===== config.mk =====
export PLATFORM = sky130hd
export DESIGN_NAME = random_opcode_xorshift_unit
export DESIGN_NICKNAME = d
export VERILOG_FILES = /design/src/rtl/rox_pkg.sv /design/src/rtl/random_opcode_xorshift_unit.sv
export SDC_FILE = /design/constraint.sdc
export NUM_CORES = 1
export LEC_CHECK = 0
export BUFFER_PORTS_ARGS = -buffer_cell sky130_fd_sc_hd__buf_2
export CORE_MARGIN = 2
export CORE_UTILIZATION = 30
export CTS_BUF_LIST = sky130_fd_sc_hd__clkbuf_16
export DETAILED_ROUTE_END_ITERATION = 10
export GPL_ROUTABILITY_DRIVEN = 0
export PLACE_DENSITY_LB_ADDON = 0.08
export SKIP_CTS_REPAIR_TIMING = 1
export SLEW_MARGIN = 20
export SYNTH_ARGS = -nofsm -noshare
export SYNTH_HDL_FRONTEND = slang
export SYNTH_SLANG_ARGS = --single-unit

===== constraint.sdc =====
create_clock -name clk_i -period 10 [get_ports clk_i]
set_clock_uncertainty 0.1 [all_clocks]
set_input_delay 3 -clock clk_i [delete_from_list [all_inputs] [get_ports clk_i]]
set_output_delay 3 -clock clk_i [all_outputs]
set_load 0.05 [all_outputs]

===== src/rtl/rox_pkg.sv =====
// Package for the random opcode unit: field widths, generator state width,
// generator shift constants, the one-step xorshift function and the zero-seed fallback. No dependencies.
`timescale 1ns / 1ps

package rox_pkg;

  localparam int unsigned ArgW     = 16;
  localparam int unsigned ValueW   = 15;
  localparam int unsigned StateW   = 32;
  localparam int unsigned OutDataW = ValueW + 1 + StateW;
  localparam int unsigned CntW     = $clog2(StateW);

  localparam int unsigned ShiftA = 13;
  localparam int unsigned ShiftB = 17;
  localparam int unsigned ShiftC = 5;

  localparam logic [StateW-1:0] ResetState = StateW'(1);

  typedef logic [StateW-1:0] xs_state_t;

  function automatic xs_state_t xs_advance(input xs_state_t x);
    xs_state_t a;
    xs_state_t b;
    a = x ^ (x << ShiftA);
    b = a ^ (a >> ShiftB);
    return b ^ (b << ShiftC);
  endfunction

  function automatic xs_state_t xs_seed(input xs_state_t s);
    return (s == '0) ? ResetState : s;
  endfunction

endpackage


===== src/rtl/random_opcode_xorshift_unit.sv =====
// Top level of the random opcode unit: xorshift generator with a bit-serial
// restoring modulo and a registered output item. Depends on rox_pkg.
`timescale 1ns / 1ps

//  channel  | direction | handshake                      | payload
//  s_axis   | in        | s_axis_tvalid_i/s_axis_tready_o | argument [15:0]
//  m_axis   | out       | m_axis_tvalid_o/m_axis_tready_i | value, predictable, state
//  cfg      | in        | cfg_we_i                        | fallback_seed [31:0]
//
// A range item advances the generator on acceptance, runs the one-bit-per-cycle
// restoring remainder loop, then loads the output register. A reseed item sets
// the state on acceptance, then loads the output register. One item is in work
// at a time; the next is taken while a finished item waits in the output register.
// Reset: state 1, random mode, fallback seed 0, no output pending.
// A stalled output holds the last item in work until the output register frees.

module random_opcode_xorshift_unit
  import rox_pkg::*;
(
  input  logic                clk_i,
  input  logic                rst_ni,
  input  logic                s_axis_tvalid_i,
  output logic                s_axis_tready_o,
  input  logic [ArgW-1:0]     s_axis_tdata_i,  // [15:0] argument (signed)
  output logic                m_axis_tvalid_o,
  input  logic                m_axis_tready_i,
  output logic [OutDataW-1:0] m_axis_tdata_o,  // [14:0] value, [15] predictable,
                                               // [47:16] generator_state
  input  logic                cfg_we_i,
  input  logic [StateW-1:0]   cfg_wdata_i
);

  localparam logic [1:0] StIdle = 2'd0;
  localparam logic [1:0] StDiv  = 2'd1;
  localparam logic [1:0] StWait = 2'd2;

  logic [1:0]        st_q, st_d;
  logic [StateW-1:0] seed_q;
  xs_state_t         xs_q, xs_d;
  logic              pred_q, pred_d;
  logic [ValueW-1:0] div_q, div_d;
  logic [StateW-1:0] dvd_q, dvd_d;
  logic [ValueW-1:0] rem_q, rem_d;
  logic [CntW-1:0]   cnt_q, cnt_d;
  logic [ValueW-1:0] val_q, val_d;
  logic              ovld_q, ovld_d;
  logic [OutDataW-1:0] odata_q, odata_d;

  logic              in_acc;
  logic              out_free;
  logic [ValueW:0]   trial;
  logic [ValueW:0]   diff;
  logic [ValueW-1:0] rem_step;
  logic [ArgW-1:0]   neg_arg;

  assign s_axis_tready_o = (st_q == StIdle);
  assign in_acc          = s_axis_tvalid_i && s_axis_tready_o;
  assign out_free        = !ovld_q || m_axis_tready_i;
  assign m_axis_tvalid_o = ovld_q;
  assign m_axis_tdata_o  = odata_q;

  assign trial    = {rem_q, dvd_q[StateW-1]};
  assign diff     = trial - {1'b0, div_q};
  assign rem_step = (trial >= {1'b0, div_q}) ? diff[ValueW-1:0] : trial[ValueW-1:0];
  assign neg_arg  = ArgW'(0) - s_axis_tdata_i;

  always_comb begin
    st_d    = st_q;
    xs_d    = xs_q;
    pred_d  = pred_q;
    div_d   = div_q;
    dvd_d   = dvd_q;
    rem_d   = rem_q;
    cnt_d   = cnt_q;
    val_d   = val_q;
    ovld_d  = ovld_q;
    odata_d = odata_q;
    if (m_axis_tready_i) begin
      ovld_d = 1'b0;
    end
    unique case (st_q)
      StIdle: begin
        if (in_acc) begin
          if (s_axis_tdata_i == '0) begin
            pred_d = 1'b0;
            xs_d   = xs_seed(seed_q);
            val_d  = '0;
            st_d   = StWait;
          end else if (s_axis_tdata_i[ArgW-1]) begin
            pred_d = 1'b1;
            // magnitude of a negative argument, 32768 included
            xs_d   = StateW'(neg_arg);
            val_d  = '0;
            st_d   = StWait;
          end else begin
            xs_d  = xs_advance(xs_q);
            dvd_d = xs_advance(xs_q);
            div_d = s_axis_tdata_i[ValueW-1:0];
            rem_d = '0;
            cnt_d = '0;
            st_d  = StDiv;
          end
        end
      end
      StDiv: begin
        rem_d = rem_step;
        dvd_d = {dvd_q[StateW-2:0], 1'b0};
        cnt_d = cnt_q + CntW'(1);
        if (cnt_q == CntW'(StateW - 1)) begin
          val_d = rem_step + ValueW'(1);
          st_d  = StWait;
        end
      end
      StWait: begin
        if (out_free) begin
          ovld_d  = 1'b1;
          odata_d = {xs_q, pred_q, val_q};
          st_d    = StIdle;
        end
      end
      default: st_d = StIdle;
    endcase
  end

  always_ff @(posedge clk_i or negedge rst_ni) begin
    if (!rst_ni) begin
      st_q   <= StIdle;
      seed_q <= '0;
      xs_q   <= ResetState;
      pred_q <= 1'b0;
      ovld_q <= 1'b0;
    end else begin
      st_q   <= st_d;
      xs_q   <= xs_d;
      pred_q <= pred_d;
      ovld_q <= ovld_d;
      if (cfg_we_i) begin
        seed_q <= cfg_wdata_i;
      end
    end
  end

  always_ff @(posedge clk_i) begin
    div_q   <= div_d;
    dvd_q   <= dvd_d;
    rem_q   <= rem_d;
    cnt_q   <= cnt_d;
    val_q   <= val_d;
    odata_q <= odata_d;
  end

`ifndef SYNTHESIS
  a_state_nonzero: assert property (@(posedge clk_i) disable iff (!rst_ni)
    xs_q != '0) else $error("generator state reached zero");

  a_div_nonzero: assert property (@(posedge clk_i) disable iff (!rst_ni)
    st_q == StDiv |-> div_q != '0) else $error("modulo by zero range");

  a_rem_bound: assert property (@(posedge clk_i) disable iff (!rst_ni)
    st_q == StDiv |-> rem_q < div_q) else $error("remainder not below range");

  a_accept_busy: assert property (@(posedge clk_i) disable iff (!rst_ni)
    in_acc |=> st_q != StIdle) else $error("accepted item not in work");
`endif

endmodule

Yosys cells after proc, flatten, opt, wreduce, memory -nomap -nowiden
Index checks and enable logic that the tools add are counted.

Bits in registers: 198. Bits of input ports: 53. Output and inout port bits: 50. Word-level logic and storage cells: 77.

Add/subtract/negate cells: 4. Order comparisons: 1. Eq/ne operators: 9. Multiplexer cells: 32. Bitwise operators: 5. Reductions and logical operators: 15.

Operators with widths (count): two-way mux 32 bit (6); two-way mux 15 bit (8); case mux 32 bit (2 select lines) (1); bitwise XOR 32 bit (2); case mux 15 bit (2 select lines) (2); zero test 32 bit (1); bitwise XOR 32 x 15 -> 32 bit (1); greater-or-equal comparator 16 x 15 -> 1 bit (1); zero test 16 bit (1); subtractor 1 x 16 -> 16 bit, first input constant (1); adder 15 x 1 -> 15 bit, second input constant (1); two-way mux 5 bit (3); subtractor 15 bit (1); AND reduction 4 bit (3); two-way mux 2 bit (5); case mux 5 bit (2 select lines) (1); != test 2 bit, second input constant (4); case mux 2 bit (3 select lines) (1); AND reduction 3 bit (2); adder 5 x 1 -> 5 bit, second input constant (1); equality test 5 bit, second input constant (1); two-way mux 1 bit (5); AND reduction 2 bit (2); nonzero test 2 bit (2); 9 further kinds (10).

Logic depth before layout (Yosys ltp)
Gate-level depths: netlist of run 1.

Depth after elaboration: 7. Depth in mapped cells: 18. Depth with buffers taken out: 16.

Worst setup path after synthesis of run 1
No wires, ideal clock.

Path kind: input to register. Start: in s_axis_tdata_i[0]. End: reg cnt_q[0], enable pin. Setup time: 0.462 ns. Arrival: 6.498 ns. Required time: 9.438 ns. Setup slack: 2.940 ns. Cell stages on the path: 9. Path buffers: 2. Cell sequence: inv_1 -> ha_1 -> nand2_1 -> nor2b_1 -> buf_2 -> nor2_1 -> clkbuf_1 -> a21oi_1 -> nor2_1.

Cells in the longest elaborated chain, start to end: 3.

Ends and longest elaborated chain: from (decl) (line random_opcode_xorshift_unit.sv:24) `input logic [ArgW-1:0] s_axis_tdata_i,`; zero test 16 bit (line random_opcode_xorshift_unit.sv:84) `if (s_axis_tdata_i == '0) begin`; != test 2 bit (no line); AND reduction 4 bit (no line); to (signal assigned) (line random_opcode_xorshift_unit.sv:147) `cnt_q <= cnt_d;`; to (decl) (line random_opcode_xorshift_unit.sv:44) `logic [CntW-1:0] cnt_q, cnt_d;`.

Every way passes these cells. A chain may end at the register's enable or synchronous reset.

Final worst setup path of run 1
Start: in s_axis_tdata_i[7]. End: reg val_q[9], enable pin.

Cells in the longest elaborated chain, start to end: 3.

Ends and longest elaborated chain: zero test 16 bit (line random_opcode_xorshift_unit.sv:84); != test 3 x 1 -> 1 bit (no line); AND reduction 4 bit (no line); to (signal assigned) (line random_opcode_xorshift_unit.sv:148) `val_q <= val_d;`; to (decl) (line random_opcode_xorshift_unit.sv:45) `logic [ValueW-1:0] val_q, val_d;`.

Every way passes these cells.

==> metrics.txt, run 1 <==
switch share=44.6%; DP Area=11000 sq um; Leak=4.42 nW; setup TNS=0 ns; peak supply drop=0.160 mV; Worst Path Arrival=~5.8 ns; fin crit share=58.4%; largest family of logic cells by synthesized area=simple AND/OR/NAND/NOR gates; Post-synth top cells=nor2_1, edfxtp_1, dfrtp_1, nand2_1, xnor2_1; final wirelength=28500 microns; post-synthesis adder-cell area fraction=approximately 2.6%; Synth Area in Simple Gates=14.0%; DRC Markers=0; Clk pin slew, worst setup/hold paths=0.07 ns; syn avg cell area=11.1 sq um; hpwl dp=20900 microns; Unique masters post-synth=70; CTS H-Tree Depth=4; Worst setup EP type=flop; CP startpoint kind=input pin; Synth async-reset ratio=34.3%; vias per inst=roughly 4.9; routed length per instance=19.7 microns; clock buffer count from CTS=17; Final nets=1060; PortBufs=102; GRT busiest layer=met2; Fin. Hold Viols=0; global-route wire length before repair=43600 microns; antenna cell count=0; Die X=187 microns; Flop pwr share=34.2%; Synth warnings=0; Worst-Skew Late Latency=between 0.4 and 0.5 ns; Worst Tran Pin Value=0.928 ns; unrepaired setup endpoints after global routing=false; critical path required time=~10 ns; status=completed; max-cap viol count=0; HP Class=reg2reg; most frequent cell after synthesis=nor2_1; area leader, netlist=edfxtp_1; CTS Sinks=198; Primary FF master, synth=edfxtp_1; WS Path Type=in2reg; Synth Area in XOR/XNOR=under 10%; DRT iter0 DRCs=approximately 380; CP max FO=26; Rel. slew slack=36.5%; Pre-antenna DRT Iters=5; cell area after layout=11600 sq um; ratio of cells with drive above 1 in the final layout=between 10% and 20%; Total GRT Usage=16.5%; clk root buf=clkbuf_16; I/O Pins=103; Max Freq=0.171 GHz; Pwr Density=369 nW/um^2; Fillers=3353; post-synthesis sequential area ratio=55.9%; post-synth top area share=38.9%; Compound-Gate Fraction of Synth Area=approximately 11%; met1 Use GR=around a fifth; CTS max path bufs=2; antenna violations before repair=0; Final Setup Violations=0; met2 global-route usage=28.2%; vias=7091; utilization after layout=35.4%; Mapped Cells=904; Starting Density=a little under a third; global route overflow=0; Die Area=34900 sq um; standard-cell rows=66; Layout area overhead=15.5%; Clk pwr share=16.4%; Routed Antenna Nets=0; largest net degree at the start of global routing=69; met3 GRT Util=3.04%; total core area=between 30000 and 40000 sq um; syn_nets=977; Synth area leaders=edfxtp_1, dfrtp_1, xnor2_1; Slew Limit Fails=0; internal power=2.37 mW; Psw=between 1.5 and 2 mW; height of the die=187 microns; Yosys reg bits=198; Comb power frac=49.4%; Period minus WS final=5.84 ns; multiplexer share of the synthesized area=5.15%; Power Total=between 4 and 5 mW; Post-synth EDFFs=between 100 and 150; number of global-route vias before repair=between 7000 and 8000; TritonCTS clock tree=built; mapped cell area=10000 sq um
-- registers in the layout, summed over array words and instances (netlist names) --
name and flops:
m_axis_tdata_o 48, dvd_q 32, seed_q 32, xs_q 32, div_q 15, rem_q 15
val_q 15, cnt_q 5, st_q 2, m_axis_tvalid_o 1, pred_q 1
-- path summary, 6_finish.rpt --
| check | startpoint | endpoint | cells past startpoint | slack, ns |
|---|---|---|---|---|
| hold / removal | val_q[8] | m_axis_tdata_o[8] | 0 | 0.32 |
| min in group asynchronous | rst_ni | seed_q[22] | 1 | 2.59 |
| hold reg to reg | val_q[8] | m_axis_tdata_o[8] | 0 | 0.32 |
| setup / recovery | s_axis_tdata_i[7] | val_q[9] | 10 | 4.16 |
| setup reg to reg | dvd_q[31] | val_q[14] | 16 | 4.77 |
| max in group asynchronous | rst_ni | xs_q[4] | 1 | 6.57 |
-- layer usage --
| metal | wire, microns | up-vias | part of all wire, % |
|---|---|---|---|
| met4 | 637 | 0 | 2.2 |
| met1 | 12700 | 3484 | 44 |
| li1 | - | 3429 | - |
| met3 | 986 | 31 | 3.5 |
| met2 | 14200 | 147 | 50 |
| met5 | 0 | - | 0 |
-- power by group through the flow --
stage	registers (mW)	logic [mW]	clock network [mW]
floorplan	1.39	1.53	0
global placement	1.48	2.15	0
finish	1.46	2.11	0.700
CTS	1.47	2.15	0.718
global route	1.49	2.34	0.749
detailed placement	1.48	2.14	0
-- logic make-up after synthesis --
family	after synthesis
buffers and inverters	75
AO/OA/AOI/OAI	165
adder cells (fa/ha/maj)	20
multiplexers	47
AND/OR/NAND/NOR	308
flip-flops	198
XOR/XNOR	91
-- area by class of cell --
type                    instances  area, sq um  share of cell area, %
multi-input cells             631         4170                   35.9
flip-flops and latches        198         5610                   48.4
well taps                     442          553                   4.77
clock inverters                14          136                   1.18
clock buffers                  18          450                   3.89
inverters                      30          113                  0.972
repair buffers                109          566                   4.88
-- layout by cell type (no fill, tap or decap), types with 8 or more instances in the layout --
cell	n
mux2i_1	10
dfrtp_1	67
nor3_1	23
a221oi_1	21
nand2_1	67
inv_1	32
buf_4	8
nor2_1	133
nand3_1	12
xor2_1	29
mux2_2	36
and3_1	8
buf_2	101
nor4_1	14
edfxtp_1	130
ha_1	19
and2_1	12
clkbuf_16	18
a21oi_1	43
o21ai_0	43
xnor2_1	62
-- worst max-delay path: stages --
cell and delay, ns:
buf_2 0.12, or3_1 0.40, or4_1 0.50, nor4_2 0.26, nor2b_2 0.20, buf_4 0.30, o21ai_0 0.22, nor2_1 0.15
a21oi_1 0.06, nor2_2 0.58
-- through the flow --
step | instances | hold slack (ns) | setup WS, ns
global placement | 1410 | 0.308 | 3.40
finish | 1442 | 0.320 | 4.16
detailed placement | 1410 | 0.305 | 3.69
floorplan | 904 | 0.300 | 2.94
CTS | 1442 | 0.322 | 4.16
global route | 1442 | 0.327 | 3.90
(Power assumes the default switching activity.)
==> inputs of run 2 (changes only) <==
==> constraint.sdc (replaced) <==
create_clock -name clk_i -period 5 [get_ports clk_i]
set_clock_uncertainty 0.1 [all_clocks]
set_input_delay 1.5 -clock clk_i [delete_from_list [all_inputs] [get_ports clk_i]]
set_output_delay 1.5 -clock clk_i [all_outputs]
set_load 0.05 [all_outputs]
==> run 2 against run 1 <==
  * Clock power rose by 87%
  * Wire length rose by 1.2%
  * Clock-buffer cell count fell by 1
  * Via count fell by 0.34%
  * Utilization rose by 0.088 points
  * Cell count rose by 0.76%
  * Sequential share of layout area fell by 0.12 points
==> metrics.txt, run 2 (synthesis gave the netlist of run 1 again) <==
CTS Sinks=198 (unchanged); most frequent cells in the layout=nor2_1, edfxtp_1, buf_2 (unchanged); ratio of cells with drive above 1 in the final layout=20.4% (was 19.6%); status=completed (unchanged); Flop pwr share=34.0% (was 34.2%); height of the die=187 microns (unchanged); Period minus WS final=4.37 ns; max-cap viol count=0 (unchanged); WS Path Type=reg2reg (was in2reg); DP Area=11100 sq um (was 11000 sq um); vias per inst=4.86 (was 4.92); clk root buf=clkbuf_16 (unchanged); worst hold stages=0 (unchanged); CP max FO=5 (was 26); Worst setup EP type=flop (unchanged); Pwr Density=738 nW/um^2 (was 369 nW/um^2); Crit path largest cell delay=0.42 ns (was 0.58 ns); Die X=187 microns (unchanged); hpwl dp=21500 microns (was 20900 microns); Worst Path Arrival=4.46 ns (was 5.81 ns); standard-cell rows=66 (unchanged); antenna cell count=0 (unchanged); vias=7067 (was 7091); TritonCTS clock tree=built (unchanged); Psw=3.88 mW (was 1.91 mW); Largest register FFs=48 (unchanged); peak supply drop=0.296 mV (was 0.160 mV); cell area after layout=11600 sq um (about the same); final wirelength=28800 microns (was 28500 microns); Pre-antenna DRT Iters=4 (was 5); Final Setup Violations=0 (unchanged); Rel. slew slack=44.3% (was 36.5%); Crit-path slowest cell=edfxtp_1 (was nor2_2); routed length per instance=19.8 microns (was 19.7 microns); setup ws final=0.630 ns (was 4.16 ns); cell mode on critical path=ha_1; antenna violations before repair=0 (unchanged); Worst-Skew Late Latency=0.44 ns (was 0.45 ns); Routed Antenna Nets=0 (unchanged); R2R setup slack=0.63 ns (was 4.77 ns); Starting Density=30.7% (unchanged); Critical R2R Launch=dvd_q[31] (unchanged); Die Area=34900 sq um (unchanged); Clk pin slew, worst setup/hold paths=0.08 ns (was 0.07 ns); Layout Cells excl Fill=1453 (was 1442); Leak=4.46 nW (was 4.42 nW); largest net degree at the start of global routing=38 (was 69); I/O Pins=103 (unchanged); CTS H-Tree Depth=4 (unchanged); worst path cell trace=inv_1 > ha_1 > fa_1 > nand2b_2 > a21oi_4 > o21ai_2 > a2111o_1 > nand2_1 > nor2_1 > a21oi_1 > ha_1 > and3_1 > nand3_1 > a2bb2o_4 > a2111oi_4 > mux2_1 (was buf_2 > or3_1 > or4_1 > nor4_2 > nor2b_2 > buf_4 > o21ai_0 > nor2_1 > a21oi_1 > nor2_2); DRC Markers=0 (unchanged); number of global-route vias before repair=7147 (was 7157); Hold Crit Start=val_q[5] (was val_q[8]); Slew Limit Fails=0 (unchanged); Hold Slack=0.320 ns (about the same); PortBufs=102 (unchanged); Comb power frac=50.7% (was 49.4%); Final nets=1071 (was 1060); commonest non-fill, non-tap cell in the layout=nor2_1 (unchanged); HP Class=reg2reg (unchanged); global route overflow=0 (unchanged); r2r worst-path depth=16 (unchanged); setup TNS=0 ns (unchanged); CP startpoint kind=flop (was input pin); total placed cells including tap cells=1421 (was 1410); Worst Tran Pin Value=0.834 ns (was 0.928 ns); clock buffer count from CTS=17 (unchanged); Worst setup startpoint=dvd_q[31] (was s_axis_tdata_i[7]); internal power=4.68 mW (was 2.37 mW); CTS max path bufs=2 (unchanged); unrepaired setup endpoints after global routing=false (unchanged); Fin. Hold Viols=0 (unchanged); utilization after layout=35.5% (was 35.4%); global-route wire length before repair=44400 microns (was 43600 microns); Layout area overhead=15.8% (was 15.5%); critical path required time=5.09 ns (was 9.97 ns); fin crit share=87.4%; Clk pwr share=15.3% (was 16.4%); Max Freq=0.229 GHz; Worst Hold End=m_axis_tdata_o[5] (was m_axis_tdata_o[8]); Power Total=8.57 mW (was 4.27 mW); total core area=32700 sq um (unchanged); Reg-to-Reg End=val_q[14] (unchanged); DRT iter0 DRCs=399 (was 378); Place WS=0.664 ns (was 3.69 ns); switch share=45.3% (was 44.6%); Total GRT Usage=16.7% (was 16.5%)
run 2: changes by cell type in the layout (fill, tap and decap cells not counted), sizes merged:
cell and change:
buf +11, clkinv +7, inv -3, clkinvlp -2
bufinv -1, clkbuf -1
run 2: worst max-delay path by stage:
stage / slack [ns] / end
floorplan: 0.30 / cnt_q[0]
global route: 0.37 / val_q[12]
finish: 0.63 / val_q[14]
global placement: 0.69 / rem_q[12]
detailed placement: 0.66 / val_q[14]
CTS: 0.64 / val_q[14]
run 2: cell type report:
class	count	area (sq um)
inverter	30	113
multi-input combinational	631	4150
sequential	198	5610
timing repair buffer	120	646
fill	3371	21100
clock buffer	17	425
tap	442	553
clock inverter	15	123
run 2: per-layer routing:
metal  GRT usage (%)  part of all wire (%)  vias to the layer above
li1                -                     -                     3452
met1            22.6                    47                     3446
met2            27.4                    48                      139
met3            3.00                   3.1                       30
met4            5.25                   2.0                        0
met5               0                     0                        -
run 2: power by group through the flow:
stage | Combinational (mW) | Clock [mW] | Sequential (mW)
after floorplan | 3.06 | 0 | 2.78
after global placement | 4.43 | 0 | 2.95
after detailed placement | 4.38 | 0 | 2.95
after CTS | 4.41 | 1.36 | 2.92
after global routing | 4.82 | 1.41 | 2.97
final | 4.34 | 1.31 | 2.91
run 2: worst max-delay path: cells and delay by family (launching register included):
family	cells	cell delay (ns)
flops	1	0.42
fa+ha+maj	3	0.88
mux	1	0.35
buf+inv	1	0.06
simple gates	5	0.76
compound gates	6	1.53
==> inputs of run 3 (changes only) <==
--- a/config.mk
+++ b/config.mk
@@ -6,6 +6,7 @@
 export NUM_CORES = 1
 export LEC_CHECK = 0
 export BUFFER_PORTS_ARGS = -buffer_cell sky130_fd_sc_hd__buf_2
+export CORE_ASPECT_RATIO = 0.5
 export CORE_MARGIN = 2
 export CORE_UTILIZATION = 30
 export CTS_BUF_LIST = sky130_fd_sc_hd__clkbuf_16
==> constraint.sdc (replaced) <==
create_clock -name clk_i -period 3.77 [get_ports clk_i]
set_clock_uncertainty 0.1 [all_clocks]
set_input_delay 1.131 -clock clk_i [delete_from_list [all_inputs] [get_ports clk_i]]
set_output_delay 1.131 -clock clk_i [all_outputs]
set_load 0.05 [all_outputs]
==> run 3 against run 2 <==
  * Design area increased by 3.8%
  * Combinational power increased by 41%
  * Via count grew 3.8%
  * Hold slack got worse by 0.0073 ns
  * Clock-buffer cell count increased by 1
  * Utilization increased by 1.0 points
  * First-iteration DRC count grew 44%
  * Largest cell class unchanged
  * Wire length is 1.4% lower
  * Maximum frequency rose by 16%
  * Sequential share of layout area is 1.8 points lower
==> metrics.txt, run 3 (synthesis gave the netlist of run 1 again) <==
HP Class=reg2reg (unchanged); DRT iter0 DRCs=573 (was 399); most frequent cells in the layout=nor2_1, edfxtp_1, buf_2 (unchanged); Worst setup EP type=flop (unchanged); fin crit share=100% (was 87.4%); Rel. slew slack=37.7% (was 44.3%); Period minus WS final=3.77 ns (was 4.37 ns); vias=7335 (was 7067); Slew Limit Fails=0 (unchanged); clk root buf=clkbuf_16 (unchanged); CTS H-Tree Depth=4 (unchanged); Leak=4.66 nW (was 4.46 nW); Die Area=35000 sq um (was 34900 sq um); standard-cell rows=47 (was 66); height of the die=133 microns (was 187 microns); Layout area overhead=20.2% (was 15.8%); antenna cell count=0 (unchanged); TritonCTS clock tree=built (unchanged); largest net degree at the start of global routing=69 (was 38); global route overflow=0 (unchanged); DRC Markers=0 (unchanged); Worst Tran Pin Value=0.934 ns (was 0.834 ns); Die X=263 microns (was 187 microns); CP max FO=4 (was 5); number of global-route vias before repair=7414 (was 7147); Clk pin slew, worst setup/hold paths=0.08 ns (about the same); Hold Slack=0.312 ns (was 0.320 ns); Worst Path Arrival=3.88 ns (was 4.46 ns); Max Freq=0.265 GHz (was 0.229 GHz); utilization after layout=36.5% (was 35.5%); Largest register FFs=48 (unchanged); max-cap viol count=0 (unchanged); I/O Pins=103 (unchanged); CTS max path bufs=2 (unchanged); PortBufs=102 (unchanged); antenna violations before repair=0 (unchanged); total placed cells including tap cells=1448 (was 1421); Pre-antenna DRT Iters=5 (was 4); final wirelength=28400 microns (was 28800 microns); commonest non-fill, non-tap cell in the layout=nor2_1 (unchanged); Layout Cells excl Fill=1486 (was 1453); routed length per instance=19.1 microns (was 19.8 microns); Routed Antenna Nets=0 (unchanged); ratio of cells with drive above 1 in the final layout=24.6% (was 20.4%); CP startpoint kind=flop (unchanged); unrepaired setup endpoints after global routing=true (was false); global-route wire length before repair=44700 microns (was 44400 microns); Final nets=1105 (was 1071); clock buffer count from CTS=17 (unchanged); peak supply drop=0.363 mV (was 0.296 mV); Final Setup Violations=0 (unchanged); Total GRT Usage=16.9% (was 16.7%); WS Path Type=reg2reg (unchanged); total core area=33000 sq um (was 32700 sq um); hpwl dp=21200 microns (was 21500 microns); Pwr Density=971 nW/um^2 (was 738 nW/um^2); vias per inst=4.94 (was 4.86); CTS Sinks=198 (unchanged); Starting Density=30.4% (was 30.7%); critical path required time=3.88 ns (was 5.09 ns); Fin. Hold Viols=0 (unchanged); status=completed (unchanged); Worst-Skew Late Latency=0.45 ns (was 0.44 ns)
==> run 3: cell type report <==
class	count	area (sq um)
multi-input cells	631	4260
well taps	441	552
clock buffers	18	450
fillers	3291	20900
repair buffers	154	966
flip-flops and latches	198	5610
inverters	30	113
clock inverters	14	113
==> run 3: final timing paths <==
path | from | endpoint | slack, ns | cells after the start
max | dvd_q[31] | val_q[14] | 0.001 | 16
min | val_q[4] | m_axis_tdata_o[4] | 0.31 | 0
max reg2reg | dvd_q[31] | val_q[14] | 0.001 | 16
min reg2reg | val_q[4] | m_axis_tdata_o[4] | 0.31 | 0
max in group asynchronous | rst_ni | xs_q[24] | 2.25 | 1
min in group asynchronous | rst_ni | seed_q[0] | 0.71 | 1
==> run 3: per-stage QoR <==
step                      power (mW)  worst slack (ns)  setup TNS [ns]  instance area (sq um)
after floorplan                 7.81            -0.152          -0.296                  10100
after global placement          9.90            0.0502               0                  11400
after detailed placement        9.88          -0.00120        -0.00120                  11400
after CTS                       11.7          -0.00774        -0.00774                  12000
after global routing            12.6            -0.149          -0.393                  12100
final                           11.7           0.00139               0                  12100
==> run 3: per-layer routing <==
metal / share of wire [%] / track usage (%) / vias to the layer above
met5: 0 / 0 / -
met4: 0.94 / 4.25 / 0
met3: 4.1 / 3.51 / 17
met2: 46 / 27.1 / 156
met1: 49 / 23.3 / 3639
li1: - / - / 3523
==> run 3: worst max-delay path, stage by stage (launching register included) <==
cell       delay [ns]
edfxtp_1         0.35
inv_1            0.05
ha_2             0.19
fa_2             0.35
nand2b_4         0.16
a21oi_4          0.14
o21ai_2          0.08
a2111o_1         0.50
nand2_8          0.12
nor2_2           0.04
a21oi_2          0.13
ha_2             0.22
and3_4           0.21
nand3_4          0.07
a2bb2o_4         0.21
a2111oi_4        0.29
mux2_4           0.32
==> run 3: where the power goes <==
group	switching [mW]	total (mW)	internal [mW]	leakage [nW]
clock network	0.897	1.80	0.901	0.284
logic	3.76	6.10	2.33	2.32
registers	0.525	3.81	3.28	2.06
